**config.mk**
```make
export PLATFORM = sky130hd
export DESIGN_NAME = duplicate_key_run_mean_top
export DESIGN_NICKNAME = d
export VERILOG_FILES = /design/src/hdl/dkrm_pkg.sv /design/src/hdl/dkrm_queue.sv /design/src/hdl/dkrm_front.sv /design/src/hdl/dkrm_back.sv /design/src/hdl/duplicate_key_run_mean_top.sv
export SDC_FILE = /design/constraint.sdc
export NUM_CORES = 1
export LEC_CHECK = 0
export BUFFER_PORTS_ARGS = -buffer_cell sky130_fd_sc_hd__buf_2
export CORE_ASPECT_RATIO = 1.4
export CORE_UTILIZATION = 50
export DETAILED_ROUTE_END_ITERATION = 7
export PLACE_DENSITY = 0.71
export SLEW_MARGIN = 10
export SYNTH_ARGS = -nofsm -noshare
export SYNTH_HDL_FRONTEND = slang
export SYNTH_HIERARCHICAL = 1
export SYNTH_SLANG_ARGS = --single-unit
```
**constraint.sdc**
```tcl
create_clock -name clk -period 8.6 [get_ports clk]
set_input_delay 2.15 -clock clk [delete_from_list [all_inputs] [get_ports clk]]
set_output_delay 2.15 -clock clk [all_outputs]
set_load 0.05 [all_outputs]
```
**src/hdl/dkrm_pkg.sv**
```systemverilog
// Shared types and constants for the duplicate-key run mean block.
`timescale 1ns / 1ps
package dkrm_pkg;

    // Fixed widths of the result fields
    localparam int KEY_BITS       = 32;
    localparam int MEAN_BITS      = 32;
    localparam int OUT_COUNT_BITS = 16;

    // Depth of the job queue between front and back
    localparam int QUEUE_DEPTH = 4;

    // Back-end divider sequencer
    typedef enum logic [1:0] {
        B_IDLE,
        B_DIVIDE,
        B_DONE
    } back_state_t;

endpackage

```
**src/hdl/dkrm_queue.sv**
```systemverilog
// Small job queue that decouples the run tracker from the divider.
`timescale 1ns / 1ps
module dkrm_queue #(
    parameter int WIDTH = 100
) (
    input  logic             clk,
    input  logic             rst_n,
    input  logic             push,
    input  logic [WIDTH-1:0] push_data,
    input  logic             pop,
    output logic [WIDTH-1:0] pop_data,
    output logic             full,
    output logic             empty
);
    import dkrm_pkg::*;

    localparam int PTR_BITS = $clog2(QUEUE_DEPTH);
    localparam int CNT_BITS = $clog2(QUEUE_DEPTH + 1);

    logic [WIDTH-1:0]    entry_reg [QUEUE_DEPTH];
    logic [PTR_BITS-1:0] wr_ptr_reg;
    logic [PTR_BITS-1:0] wr_ptr_next;
    logic [PTR_BITS-1:0] rd_ptr_reg;
    logic [PTR_BITS-1:0] rd_ptr_next;
    logic [CNT_BITS-1:0] fill_reg;
    logic [CNT_BITS-1:0] fill_next;
    logic                do_push;
    logic                do_pop;

    assign full     = (fill_reg == CNT_BITS'(QUEUE_DEPTH));
    assign empty    = (fill_reg == '0);
    assign do_push  = push && !full;
    assign do_pop   = pop && !empty;
    assign pop_data = entry_reg[rd_ptr_reg];

    // Advance pointers and fill level
    always_comb
    begin
        wr_ptr_next = do_push ? wr_ptr_reg + 1'b1 : wr_ptr_reg;
        rd_ptr_next = do_pop ? rd_ptr_reg + 1'b1 : rd_ptr_reg;
        fill_next   = fill_reg;
        if (do_push && !do_pop)
        begin
            fill_next = fill_reg + 1'b1;
        end
        else if (do_pop && !do_push)
        begin
            fill_next = fill_reg - 1'b1;
        end
    end

    always_ff @(posedge clk or negedge rst_n)
    begin
        if (!rst_n)
        begin
            wr_ptr_reg <= '0;
            rd_ptr_reg <= '0;
            fill_reg   <= '0;
        end
        else
        begin
            wr_ptr_reg <= wr_ptr_next;
            rd_ptr_reg <= rd_ptr_next;
            fill_reg   <= fill_next;
        end
    end

    // Store pushed jobs
    always_ff @(posedge clk)
    begin
        if (do_push)
        begin
            entry_reg[wr_ptr_reg] <= push_data;
        end
    end

endmodule

```
**src/hdl/dkrm_front.sv**
```systemverilog
// Front end: accepts points, tracks the open run and queues run-close jobs.
`timescale 1ns / 1ps
module dkrm_front #(
    parameter int COUNT_BITS = 16,
    parameter int SAMPLE_BITS = 32
) (
    input  logic                          clk,
    input  logic                          rst_n,
    input  logic                          in_valid,
    output logic                          in_stall,
    input  logic [dkrm_pkg::KEY_BITS-1:0] x_position,
    input  logic [31:0]                   y_sample,
    input  logic                          end_of_data,
    output logic                          job_push,
    output logic [dkrm_pkg::KEY_BITS+COUNT_BITS
                  + ((SAMPLE_BITS < 32) ? SAMPLE_BITS : 32) + COUNT_BITS + 1:0] job_data,
    input  logic                          job_full
);
    import dkrm_pkg::*;

    localparam int EFF_BITS = (SAMPLE_BITS < 32) ? SAMPLE_BITS : 32;
    localparam int SUM_BITS = EFF_BITS + COUNT_BITS;

    logic                  open_reg;
    logic                  open_next;
    logic [KEY_BITS-1:0]   key_reg;
    logic [KEY_BITS-1:0]   key_next;
    logic [SUM_BITS-1:0]   sum_reg;
    logic [SUM_BITS-1:0]   sum_next;
    logic [COUNT_BITS-1:0] count_reg;
    logic [COUNT_BITS-1:0] count_next;
    logic                  ovf_reg;
    logic                  ovf_next;
    logic                  pend_reg;
    logic                  pend_next;

    logic                  accept;
    logic                  close_old;
    logic [SUM_BITS-1:0]   y_ext;
    logic [KEY_BITS-1:0]   upd_key;
    logic [SUM_BITS-1:0]   upd_sum;
    logic [COUNT_BITS-1:0] upd_count;
    logic                  upd_ovf;

    assign in_stall = pend_reg || job_full;
    assign accept   = in_valid && !in_stall;
    assign y_ext    = {{COUNT_BITS{y_sample[EFF_BITS-1]}}, y_sample[EFF_BITS-1:0]};
    assign close_old = open_reg && (x_position != key_reg);

    // Run state after folding in the arriving point
    always_comb
    begin
        if (!open_reg || close_old)
        begin
            upd_key   = x_position;
            upd_sum   = y_ext;
            upd_count = COUNT_BITS'(1);
            upd_ovf   = 1'b0;
        end
        else if (&count_reg)
        begin
            upd_key   = key_reg;
            upd_sum   = sum_reg;
            upd_count = count_reg;
            upd_ovf   = 1'b1;
        end
        else
        begin
            upd_key   = key_reg;
            upd_sum   = sum_reg + y_ext;
            upd_count = count_reg + 1'b1;
            upd_ovf   = ovf_reg;
        end
    end

    // Decide run update and job push
    always_comb
    begin
        open_next  = open_reg;
        key_next   = key_reg;
        sum_next   = sum_reg;
        count_next = count_reg;
        ovf_next   = ovf_reg;
        pend_next  = pend_reg;
        job_push   = 1'b0;
        job_data   = {1'b0, ovf_reg, count_reg, sum_reg, key_reg};
        if (pend_reg)
        begin
            // Flush the one-point run left by a key change with end of data
            job_data = {1'b1, ovf_reg, count_reg, sum_reg, key_reg};
            if (!job_full)
            begin
                job_push   = 1'b1;
                pend_next  = 1'b0;
                open_next  = 1'b0;
                key_next   = '0;
                sum_next   = '0;
                count_next = '0;
                ovf_next   = 1'b0;
            end
        end
        else if (accept)
        begin
            if (close_old)
            begin
                job_push   = 1'b1;
                open_next  = 1'b1;
                key_next   = upd_key;
                sum_next   = upd_sum;
                count_next = upd_count;
                ovf_next   = upd_ovf;
                pend_next  = end_of_data;
            end
            else if (end_of_data)
            begin
                job_push   = 1'b1;
                job_data   = {1'b1, upd_ovf, upd_count, upd_sum, upd_key};
                open_next  = 1'b0;
                key_next   = '0;
                sum_next   = '0;
                count_next = '0;
                ovf_next   = 1'b0;
            end
            else
            begin
                open_next  = 1'b1;
                key_next   = upd_key;
                sum_next   = upd_sum;
                count_next = upd_count;
                ovf_next   = upd_ovf;
            end
        end
    end

    always_ff @(posedge clk or negedge rst_n)
    begin
        if (!rst_n)
        begin
            open_reg  <= 1'b0;
            key_reg   <= '0;
            sum_reg   <= '0;
            count_reg <= '0;
            ovf_reg   <= 1'b0;
            pend_reg  <= 1'b0;
        end
        else
        begin
            open_reg  <= open_next;
            key_reg   <= key_next;
            sum_reg   <= sum_next;
            count_reg <= count_next;
            ovf_reg   <= ovf_next;
            pend_reg  <= pend_next;
        end
    end

endmodule

```
**src/hdl/dkrm_back.sv**
```systemverilog
// Back end: radix-4 iterative divider that turns run-close jobs into results.
`timescale 1ns / 1ps
module dkrm_back #(
    parameter int COUNT_BITS = 16,
    parameter int SAMPLE_BITS = 32
) (
    input  logic                                 clk,
    input  logic                                 rst_n,
    input  logic                                 job_empty,
    input  logic [dkrm_pkg::KEY_BITS+COUNT_BITS
                  + ((SAMPLE_BITS < 32) ? SAMPLE_BITS : 32) + COUNT_BITS + 1:0] job_data,
    output logic                                 job_pop,
    output logic                                 out_valid,
    input  logic                                 out_stall,
    output logic [dkrm_pkg::KEY_BITS-1:0]        group_x,
    output logic [dkrm_pkg::MEAN_BITS-1:0]       group_mean,
    output logic [dkrm_pkg::OUT_COUNT_BITS-1:0]  group_count,
    output logic                                 count_saturated,
    output logic                                 last_group
);
    import dkrm_pkg::*;

    localparam int EFF_BITS  = (SAMPLE_BITS < 32) ? SAMPLE_BITS : 32;
    localparam int SUM_BITS  = EFF_BITS + COUNT_BITS;
    localparam int DIV_BITS  = SUM_BITS + (SUM_BITS % 2);
    localparam int ITERS     = DIV_BITS / 2;
    localparam int ITER_BITS = $clog2(ITERS + 1);
    localparam int SUM_LSB   = KEY_BITS;
    localparam int CNT_LSB   = KEY_BITS + SUM_BITS;
    localparam int OVF_POS   = CNT_LSB + COUNT_BITS;
    localparam int LAST_POS  = OVF_POS + 1;

    back_state_t           state_reg;
    back_state_t           state_next;
    logic [ITER_BITS-1:0]  iter_reg;
    logic [KEY_BITS-1:0]   key_reg;
    logic [COUNT_BITS-1:0] div_reg;
    logic [COUNT_BITS-1:0] rem_reg;
    logic [DIV_BITS-1:0]   dq_reg;
    logic                  neg_reg;
    logic                  ovf_reg;
    logic                  last_reg;
    logic                  out_valid_reg;
    logic [KEY_BITS-1:0]   group_x_reg;
    logic [MEAN_BITS-1:0]  group_mean_reg;
    logic [OUT_COUNT_BITS-1:0] group_count_reg;
    logic                  count_saturated_reg;
    logic                  last_group_reg;

    logic                  step;
    logic                  load_out;
    logic                  out_free;
    logic [SUM_BITS-1:0]   job_sum;
    logic [SUM_BITS-1:0]   job_mag;
    logic [COUNT_BITS:0]   trial_a;
    logic [COUNT_BITS:0]   trial_b;
    logic                  bit_a;
    logic                  bit_b;
    logic [COUNT_BITS-1:0] rem_a;
    logic [COUNT_BITS-1:0] rem_b;
    logic [EFF_BITS-1:0]   quo_mag;
    logic [EFF_BITS-1:0]   quo_signed;
    logic [OUT_COUNT_BITS-1:0] count_out;

    assign job_sum  = job_data[SUM_LSB +: SUM_BITS];
    assign job_mag  = job_sum[SUM_BITS-1] ? (~job_sum + 1'b1) : job_sum;
    assign out_free = !out_valid_reg || !out_stall;

    // Next state
    always_comb
    begin
        state_next = state_reg;
        case (state_reg)
            B_IDLE:
            begin
                if (!job_empty)
                begin
                    state_next = B_DIVIDE;
                end
            end
            B_DIVIDE:
            begin
                if (iter_reg == ITER_BITS'(1))
                begin
                    state_next = B_DONE;
                end
            end
            B_DONE:
            begin
                if (out_free)
                begin
                    state_next = B_IDLE;
                end
            end
            default:
            begin
                state_next = B_IDLE;
            end
        endcase
    end

    // State outputs
    always_comb
    begin
        job_pop  = 1'b0;
        step     = 1'b0;
        load_out = 1'b0;
        case (state_reg)
            B_IDLE:   job_pop  = !job_empty;
            B_DIVIDE: step     = 1'b1;
            B_DONE:   load_out = out_free;
            default:  job_pop  = 1'b0;
        endcase
    end

    // Two restoring division steps per cycle
    always_comb
    begin
        trial_a = {rem_reg, dq_reg[DIV_BITS-1]};
        bit_a   = (trial_a >= {1'b0, div_reg});
        rem_a   = bit_a ? COUNT_BITS'(trial_a - {1'b0, div_reg}) : COUNT_BITS'(trial_a);
        trial_b = {rem_a, dq_reg[DIV_BITS-2]};
        bit_b   = (trial_b >= {1'b0, div_reg});
        rem_b   = bit_b ? COUNT_BITS'(trial_b - {1'b0, div_reg}) : COUNT_BITS'(trial_b);
    end

    // Apply the sign of the sum to the quotient magnitude
    assign quo_mag    = dq_reg[EFF_BITS-1:0];
    assign quo_signed = neg_reg ? (~quo_mag + 1'b1) : quo_mag;

    // Truncate or zero-extend the run count to the result field
    generate
        if (COUNT_BITS >= OUT_COUNT_BITS)
        begin : g_count_trunc
            assign count_out = div_reg[OUT_COUNT_BITS-1:0];
        end
        else
        begin : g_count_ext
            assign count_out = {{(OUT_COUNT_BITS-COUNT_BITS){1'b0}}, div_reg};
        end
    endgenerate

    always_ff @(posedge clk or negedge rst_n)
    begin
        if (!rst_n)
        begin
            state_reg     <= B_IDLE;
            out_valid_reg <= 1'b0;
        end
        else
        begin
            state_reg <= state_next;
            if (load_out)
            begin
                out_valid_reg <= 1'b1;
            end
            else if (!out_stall)
            begin
                out_valid_reg <= 1'b0;
            end
        end
    end

    // Load a job, then shift the dividend through the divider
    always_ff @(posedge clk)
    begin
        if (job_pop)
        begin
            key_reg  <= job_data[KEY_BITS-1:0];
            div_reg  <= job_data[CNT_LSB +: COUNT_BITS];
            ovf_reg  <= job_data[OVF_POS];
            last_reg <= job_data[LAST_POS];
            neg_reg  <= job_sum[SUM_BITS-1];
            rem_reg  <= '0;
            dq_reg   <= DIV_BITS'(job_mag);
            iter_reg <= ITER_BITS'(ITERS);
        end
        else if (step)
        begin
            rem_reg  <= rem_b;
            dq_reg   <= {dq_reg[DIV_BITS-3:0], bit_a, bit_b};
            iter_reg <= iter_reg - 1'b1;
        end
    end

    // Hold the result until the downstream side takes it
    always_ff @(posedge clk)
    begin
        if (load_out)
        begin
            group_x_reg         <= key_reg;
            group_mean_reg      <= {{(MEAN_BITS-EFF_BITS){quo_signed[EFF_BITS-1]}}, quo_signed};
            group_count_reg     <= count_out;
            count_saturated_reg <= ovf_reg;
            last_group_reg      <= last_reg;
        end
    end

    assign out_valid       = out_valid_reg;
    assign group_x         = group_x_reg;
    assign group_mean      = group_mean_reg;
    assign group_count     = group_count_reg;
    assign count_saturated = count_saturated_reg;
    assign last_group      = last_group_reg;

endmodule

```
**src/hdl/duplicate_key_run_mean_top.sv**
```systemverilog
// Top level of the duplicate-key run mean block.
`timescale 1ns / 1ps
// Averages y over runs of consecutive points that share the same x key. A point that
// extends or opens a run is accepted while the input is not stalled. Each closed run
// becomes a job in a four-entry queue; the back end takes one job at a time, divides the
// run sum by the count with a divider that retires two quotient bits a cycle, and then
// registers the result and presents it. Points keep flowing while the queue has room; a
// point that both changes the key and ends the data set yields two results, and the
// input stalls while the second job is queued. Counts saturate at 2^COUNT_BITS-1, after
// which further points of the run are dropped and count_saturated is set on the result.
module duplicate_key_run_mean_top #(
    parameter int COUNT_BITS = 16,
    parameter int SAMPLE_BITS = 32
) (
    input  logic                                clk,
    input  logic                                rst_n,
    input  logic                                in_valid,
    output logic                                in_stall,
    input  logic [dkrm_pkg::KEY_BITS-1:0]       x_position,
    input  logic [31:0]                         y_sample,
    input  logic                                end_of_data,
    output logic                                out_valid,
    input  logic                                out_stall,
    output logic [dkrm_pkg::KEY_BITS-1:0]       group_x,
    output logic [dkrm_pkg::MEAN_BITS-1:0]      group_mean,
    output logic [dkrm_pkg::OUT_COUNT_BITS-1:0] group_count,
    output logic                                count_saturated,
    output logic                                last_group
);
    import dkrm_pkg::*;

    localparam int EFF_BITS = (SAMPLE_BITS < 32) ? SAMPLE_BITS : 32;
    localparam int JOB_BITS = KEY_BITS + EFF_BITS + 2 * COUNT_BITS + 2;

    logic                job_push;
    logic                job_pop;
    logic                job_full;
    logic                job_empty;
    logic [JOB_BITS-1:0] push_data;
    logic [JOB_BITS-1:0] pop_data;

    dkrm_front #(
        .COUNT_BITS  (COUNT_BITS),
        .SAMPLE_BITS (SAMPLE_BITS)
    ) u_front (
        .clk         (clk),
        .rst_n       (rst_n),
        .in_valid    (in_valid),
        .in_stall    (in_stall),
        .x_position  (x_position),
        .y_sample    (y_sample),
        .end_of_data (end_of_data),
        .job_push    (job_push),
        .job_data    (push_data),
        .job_full    (job_full)
    );

    dkrm_queue #(
        .WIDTH (JOB_BITS)
    ) u_queue (
        .clk       (clk),
        .rst_n     (rst_n),
        .push      (job_push),
        .push_data (push_data),
        .pop       (job_pop),
        .pop_data  (pop_data),
        .full      (job_full),
        .empty     (job_empty)
    );

    dkrm_back #(
        .COUNT_BITS  (COUNT_BITS),
        .SAMPLE_BITS (SAMPLE_BITS)
    ) u_back (
        .clk             (clk),
        .rst_n           (rst_n),
        .job_empty       (job_empty),
        .job_data        (pop_data),
        .job_pop         (job_pop),
        .out_valid       (out_valid),
        .out_stall       (out_stall),
        .group_x         (group_x),
        .group_mean      (group_mean),
        .group_count     (group_count),
        .count_saturated (count_saturated),
        .last_group      (last_group)
    );

endmodule
```
Yosys cells after proc, flatten, opt, wreduce, memory -nomap -nowiden
Memory sizes are Yosys's and may differ from the RTL's. Index checks and enable logic that the tools add are counted. Widths: inputs -> output; s select.

Bits in registers: 311. Bits in writable memories: 392. Bits of input ports: 69. Output and inout bits: 84. Word-level logic and storage cells: 138. Memories kept: 1.

Memories: u_queue.entry_reg (depth 4, width 98, read ports 1, clocked after Yosys merged registers in 0, write ports 1, line dkrm_queue.sv:20) `logic [WIDTH-1:0] entry_reg [QUEUE_DEPTH];`.

$add $sub $neg: 11. Order comparisons: 2. Equal/unequal tests: 10. Muxes and demuxes: 63. Bitwise gates (word level): 2. Reduce and logical (&&, ||, !) cells: 25.

Operators with widths (number): $mux 48 (10); $mux 98 (4); $mux 32 (7); $mux 16 (9); $add 48x1->48 const B (1); $add 48x48->48 (1); $not 48->48 (1); $ge 17x16->1 (2); $add 32x1->32 const B (1); $ne 32x32->1 (1); $not 32->32 (1); $sub 16x16->16 (2); $mux 1 (27); $add 16x1->16 const B (1); $reduce_and 16->1 (1); $logic_not 1->1 (8); $logic_and 1x1->1 (6); $mux 2 (3); $mux 3 (2); $ne 2x1->1 const B (3); $pmux 2 s3 (1); $reduce_bool 2->1 (3); $eq 5x1->1 const B (1); $sub 5x1->5 const B (1); 12 further kinds (16).

Longest topological paths before layout
Depth in word-level cells: 11. Mapped depth: 22. Depth with buffers taken out: 20.

Cells and area by module
The synthesis kept the hierarchy.

Modules (own cells, without submodules): dkrm_queue (instances 1, cells an instance 548, area an instance 14662.8 um2); dkrm_back (instances 1, cells an instance 874, area an instance 10163.5 um2); dkrm_front (instances 1, cells an instance 1192, area an instance 8928.6 um2).

Least setup slack after synthesis
OpenSTA, ideal clock, no wires.

Path type: input-to-reg. Start point: input port out_stall. End point: register u_back.count_saturated_reg, in the netlist u_back/count_saturated, enable pin. Setup time: 0.550 ns. Arrival: 6.139 ns. Required time: 8.050 ns. Setup slack: 1.911 ns. Stages: 1. Cell sequence: a21oi_1.

Word-level cells in the longest chain between the ends: 3.

RTL lines: from (decl) (line duplicate_key_run_mean_top.sv:23) `input logic out_stall,`; $logic_not 1->1 (line dkrm_back.sv:67) `assign out_free = !out_valid_reg || !out_stall;`; $logic_or 1x1->1 (line dkrm_back.sv:67); $mux 1 (line dkrm_back.sv:108) `case (state_reg)`; to (signal assigned) (line dkrm_back.sv:194) `count_saturated_reg <= ovf_reg;`; to (decl) (line dkrm_back.sv:47) `logic count_saturated_reg;`.

Every way passes these cells. A chain may end at the register's enable or synchronous reset.

Worst setup path in the final report
Start point: register u_queue.rd_ptr_reg[0]. End point: register u_back.dq_reg[44], data pin.

Word-level cells in the longest chain between the ends: 5.

RTL lines: from (decl) (line dkrm_queue.sv:23) `logic [PTR_BITS-1:0] rd_ptr_reg;`; from (signal assigned) (line dkrm_queue.sv:63) `rd_ptr_reg <= rd_ptr_next;`; $mem_v2 4x98; via pop_data[38] (line duplicate_key_run_mean_top.sv:40) `logic [JOB_BITS-1:0] pop_data;`; $not 48->48 (line dkrm_back.sv:66) `assign job_mag = job_sum[SUM_BITS-1] ? (~job_sum + 1'b1) : job_sum;`; $add 48x1->48 (line dkrm_back.sv:66); $mux 48 (line dkrm_back.sv:66); $mux 48 (line dkrm_back.sv:167) `if (job_pop)`; to (signal assigned) (line dkrm_back.sv:175) `dq_reg <= DIV_BITS'(job_mag);`; to (signal assigned) (line dkrm_back.sv:181) `dq_reg <= {dq_reg[DIV_BITS-3:0], bit_a, bit_b};`; to (decl) (line dkrm_back.sv:39) `logic [DIV_BITS-1:0] dq_reg;`.

The timed path passes the listed nets, and every way through them passes these cells.

==> results.md <==
- The flow ran to the end, and the final reports show no timing, DRC or antenna violations.
- The detailed-routed wire length on met3 is 4.84 mm.
- The count of synthesis-stage warnings from yosys is 6.
- The detailed-route wire length on metal 1 is 33.4 mm.
- The via count of the first global-routing pass is 22000.
- The standard-cell row count is 112.
- The number of detailed-routing iterations run before antenna repair is 5.
- In this run the critical register-to-register path is captured at u_back/dq_reg[44]$_DFFE_PP_.
- The clock tree from TritonCTS is built.
- The chip width is roughly 220 µm.
- After technology mapping, the gate count stands at between 2000 and 3000.
- The worst register-to-register path begins at u_queue/rd_ptr_reg[0]$_DFFE_PN0P_.
- The register clock-pin slew on the reported worst setup and hold paths is 0.07 ns.
- The most common library cell in the layout ignoring fill and taps is sky130_fd_sc_hd__edfxtp_1.
- The worst setup path is launched from a flop.
- Of all flip-flops after synthesis, the portion carrying an async set or reset was 15.5%.
- The height of the die is between 300 and 400 µm.
- The number of clock buffers added by TritonCTS is 66.
- The share of layout cells above drive strength 1 is 16.3%.
- Post-CTS repair changed the size of 0 cells.
- Data on the critical path arrives at its endpoint at 6.32 ns.
- For this block, the initial DRC count from the detailed router was 2092.
- The maximum fanout along the worst path is 46.
- The worst hold slack across all endpoints is around 0.42 ns.
- Max-cap violations in this run came to 0.
- The end point of the worst hold path is u_back/group_x[25]$_DFFE_PP_.
- The minimum setup slack after placement is ~2.3 ns.
- The transition time of the tightest slew-check pin is 1.14 ns.
- The DRC violation count after routing is 0.
- Detailed routing placed a total of 39.4 mm of wire on met2.
- The count of buffers added on input and output ports is 152.
- The most used flip-flop cell after synthesis is sky130_fd_sc_hd__edfxtp_1.
- The hold violation count in the final report is 0.
- Setup repair after global routing left no endpoint under its margin.
- In this run the register-to-register setup slack is roughly 2.6 ns.
- The tree is rooted in a sky130_fd_sc_hd__clkbuf_16.
- The fraction of the cycle the final worst path needs is about 70%.
- In this run the cell area of the synthesized design comes to 0.0338 mm².
- The later pin in the worst-skew pair is clocked with a latency of 0.61 ns.
- The path type of the worst setup path is flop to flop.
- The number of vias in the routed layout is 22000.
- After synthesis, flip-flops and latches occupy around three fifths of the total area.
- In this run the static leakage power is 14.1 nW.
- The highest layer touched by signal routing is met4.
- The worst min-delay path class is flop to flop.
- The sum of overflow across all layers after global routing is 0.
- The final clock skew is 0.0214 ns.
- The detailed-placement wirelength estimate is 55.3 mm.
- The post-detailed-route count of antenna-violating nets is 0.
- Across all setup checks in the final design, the least slack found is 2.60 ns.
- The final-layout setup total negative slack is 0 ns.
- The overall power consumption is around 15 mW.
- In this run the most critical hold path is launched from u_back/key_reg[25]$_DFFE_PP_.
- The starting utilization of the core area is between 50 and 60%.
- Along the worst hold path, the cell count comes to 0.
- Counting along the longest clock path gives a buffer depth of 3.
- Dividing the detail-routed wire length by the instance count gives 21.9 µm.
- Counting flops with a built-in enable in the synthesized netlist gives 573.
- The deepest level of the CTS H-tree is 3.
- The post-synthesis to final-layout area growth is 10.8%.
- At the end of the flow, the number of nets in the layout was 2895.
- The number of antenna violations at the first check in global routing is 0.
- The worst path in the final design needs a cycle of between 5 and 6 ns, including I/O delays and setup.
- The number of different library cells used by synthesis comes to 83.
- Setup violations remaining at the end of the flow were counted as 0.
- The detailed-route vias per instance is between 6 and 7.
- The total of flip-flops plus latches after synthesis is 703.
- The post-CTS setup repair buffer count is 0.
- The element type at the critical path end is a flop.
- The ratio of total power to cell area is between 300 and 400 mW/mm².
- The number of hold buffers added after cts is 0.
- The total clock sinks is 703.
- The top cell types in the final layout, fill and taps aside, are sky130_fd_sc_hd__edfxtp_1 (573), sky130_fd_sc_hd__nand2_1 (377), sky130_fd_sc_hd__o21ai_0 (199).
- The pin count of the biggest net entering global routing is 101.
- The die covers 0.0686 mm².
- The placeable core area is 0.0667 mm².
- Routability-driven placement finished with a final weighted congestion of ~0.89.
- The register with the most flip-flops in the layout has a little under 400 of them.
- The number of cells on the worst reg-to-reg path is 11.
- The maximum frequency from static timing analysis is roughly 170 MHz.
- After synthesis, the mean cell area works out to around 13 µm².
- The number of pins with negative max-slew slack in the final report is 0.
- The number of nets handed over by synthesis was between 2000 and 3000.
- For the worst setup path, the data required time is 8.92 ns.
- The first global-routing pass estimated 125 mm of wire.
- The final wirelength is 79.9 mm.
- Pin placement for this block handled between 150 and 200 I/O pins.
- The worst slew margin relative to its limit is 23.4%.
- Global routing used 23.3% of the available tracks.
- The worst-case IR drop observed on VDD is 0.177 mV.
-- worst max path at each step --
stage / startpoint / end / slack (ns) / depth (start not counted)
after floorplan: out_stall / u_back/count_saturated$_DFFE_PP_ / 1.91 / 1
after global placement: x_position[17] / u_queue/entry_reg[0][61]$_DFFE_PP_ / 2.29 / 10
after detailed placement: x_position[27] / u_queue/entry_reg[0][61]$_DFFE_PP_ / 2.27 / 10
after CTS: u_queue/rd_ptr_reg[0]$_DFFE_PN0P_ / u_back/dq_reg[44]$_DFFE_PP_ / 2.60 / 11
after global routing: u_back/count_out[4]$_DFFE_PP_ / u_back/dq_reg[0]$_DFFE_PP_ / 2.30 / 18
final: u_queue/rd_ptr_reg[0]$_DFFE_PN0P_ / u_back/dq_reg[44]$_DFFE_PP_ / 2.60 / 11
-- critical path: stages, from the launching register on --
cell and delay [ns]:
sky130_fd_sc_hd__dfrtp_4 1.04, sky130_fd_sc_hd__buf_4 0.44, sky130_fd_sc_hd__mux4_2 0.67, sky130_fd_sc_hd__nor4_1 0.51, sky130_fd_sc_hd__nand4b_1 0.32, sky130_fd_sc_hd__or4_4 0.63
sky130_fd_sc_hd__or4_1 0.52, sky130_fd_sc_hd__or4_4 0.46, sky130_fd_sc_hd__or3_4 0.42, sky130_fd_sc_hd__o31ai_1 0.36, sky130_fd_sc_hd__xor2_1 0.19, sky130_fd_sc_hd__o21ai_1 0.08
-- final cells by class --
cell class                 instances  area [µm²]
timing repair buffer             175         936
clock inverter                    43         422
tap                              855        1070
inverter                          53         199
clock buffer                      78        1820
sequential                       703       20400
fill                            5312       29300
multi-input combinational       1734       12600
antenna                            2        5.00
-- layer usage --
metal | up-vias | track usage [%]
met2 | 821 | 39.3
met5 | - | 0
met1 | 10900 | 30.9
met3 | 123 | 3.23
li1 | 10100 | -
met4 | 0 | 8.59
-- synth_stat cells (all sizes together) (26+ instances only) --
cell type / count / area, µm²
o21ai: 228 / 1150
xnor2: 70 / 613
edfxtp: 573 / 17200
nor3: 26 / 130
xor2: 111 / 972
inv: 53 / 199
dfrtp: 109 / 2730
nand3: 31 / 155
mux4: 98 / 2210
clkbuf: 91 / 342
o31ai: 49 / 373
a21oi: 154 / 793
a22o: 44 / 385
ha: 89 / 1110
nor2: 106 / 398
buf: 33 / 334
a21o: 44 / 330
nand2: 380 / 1430
-- power by group --
part,internal (mW),switching [mW]
logic,2.47,3.75
registers,5.06,0.655
clock network,1.69,1.29
-- kinds of logic (layout without fill, tap and decap cells) --
kind of cell	after synthesis	count (layout)	synth area share [%]
flip-flops	703	703	60.3
buffers and inverters	177	349	2.59
AO/OA/AOI/OAI	649	649	12.3
other	0	2	0
AND/OR/NAND/NOR	694	694	9.39
multiplexers	117	117	7.16
XOR/XNOR	181	181	4.70
adder cells (fa/ha/maj)	93	93	3.54
-- metrics by stage --
stage               instance area [µm²]  std cells  util, %
finish                            37400       3643     56.0
global route                      37400       3641     56.0
CTS                               37400       3641     56.0
detailed placement                35100       3520     52.7
global placement                  35100       3520     52.7
floorplan                         33800       2614        -
No activity file was read; power rests on OpenSTA's default activity.
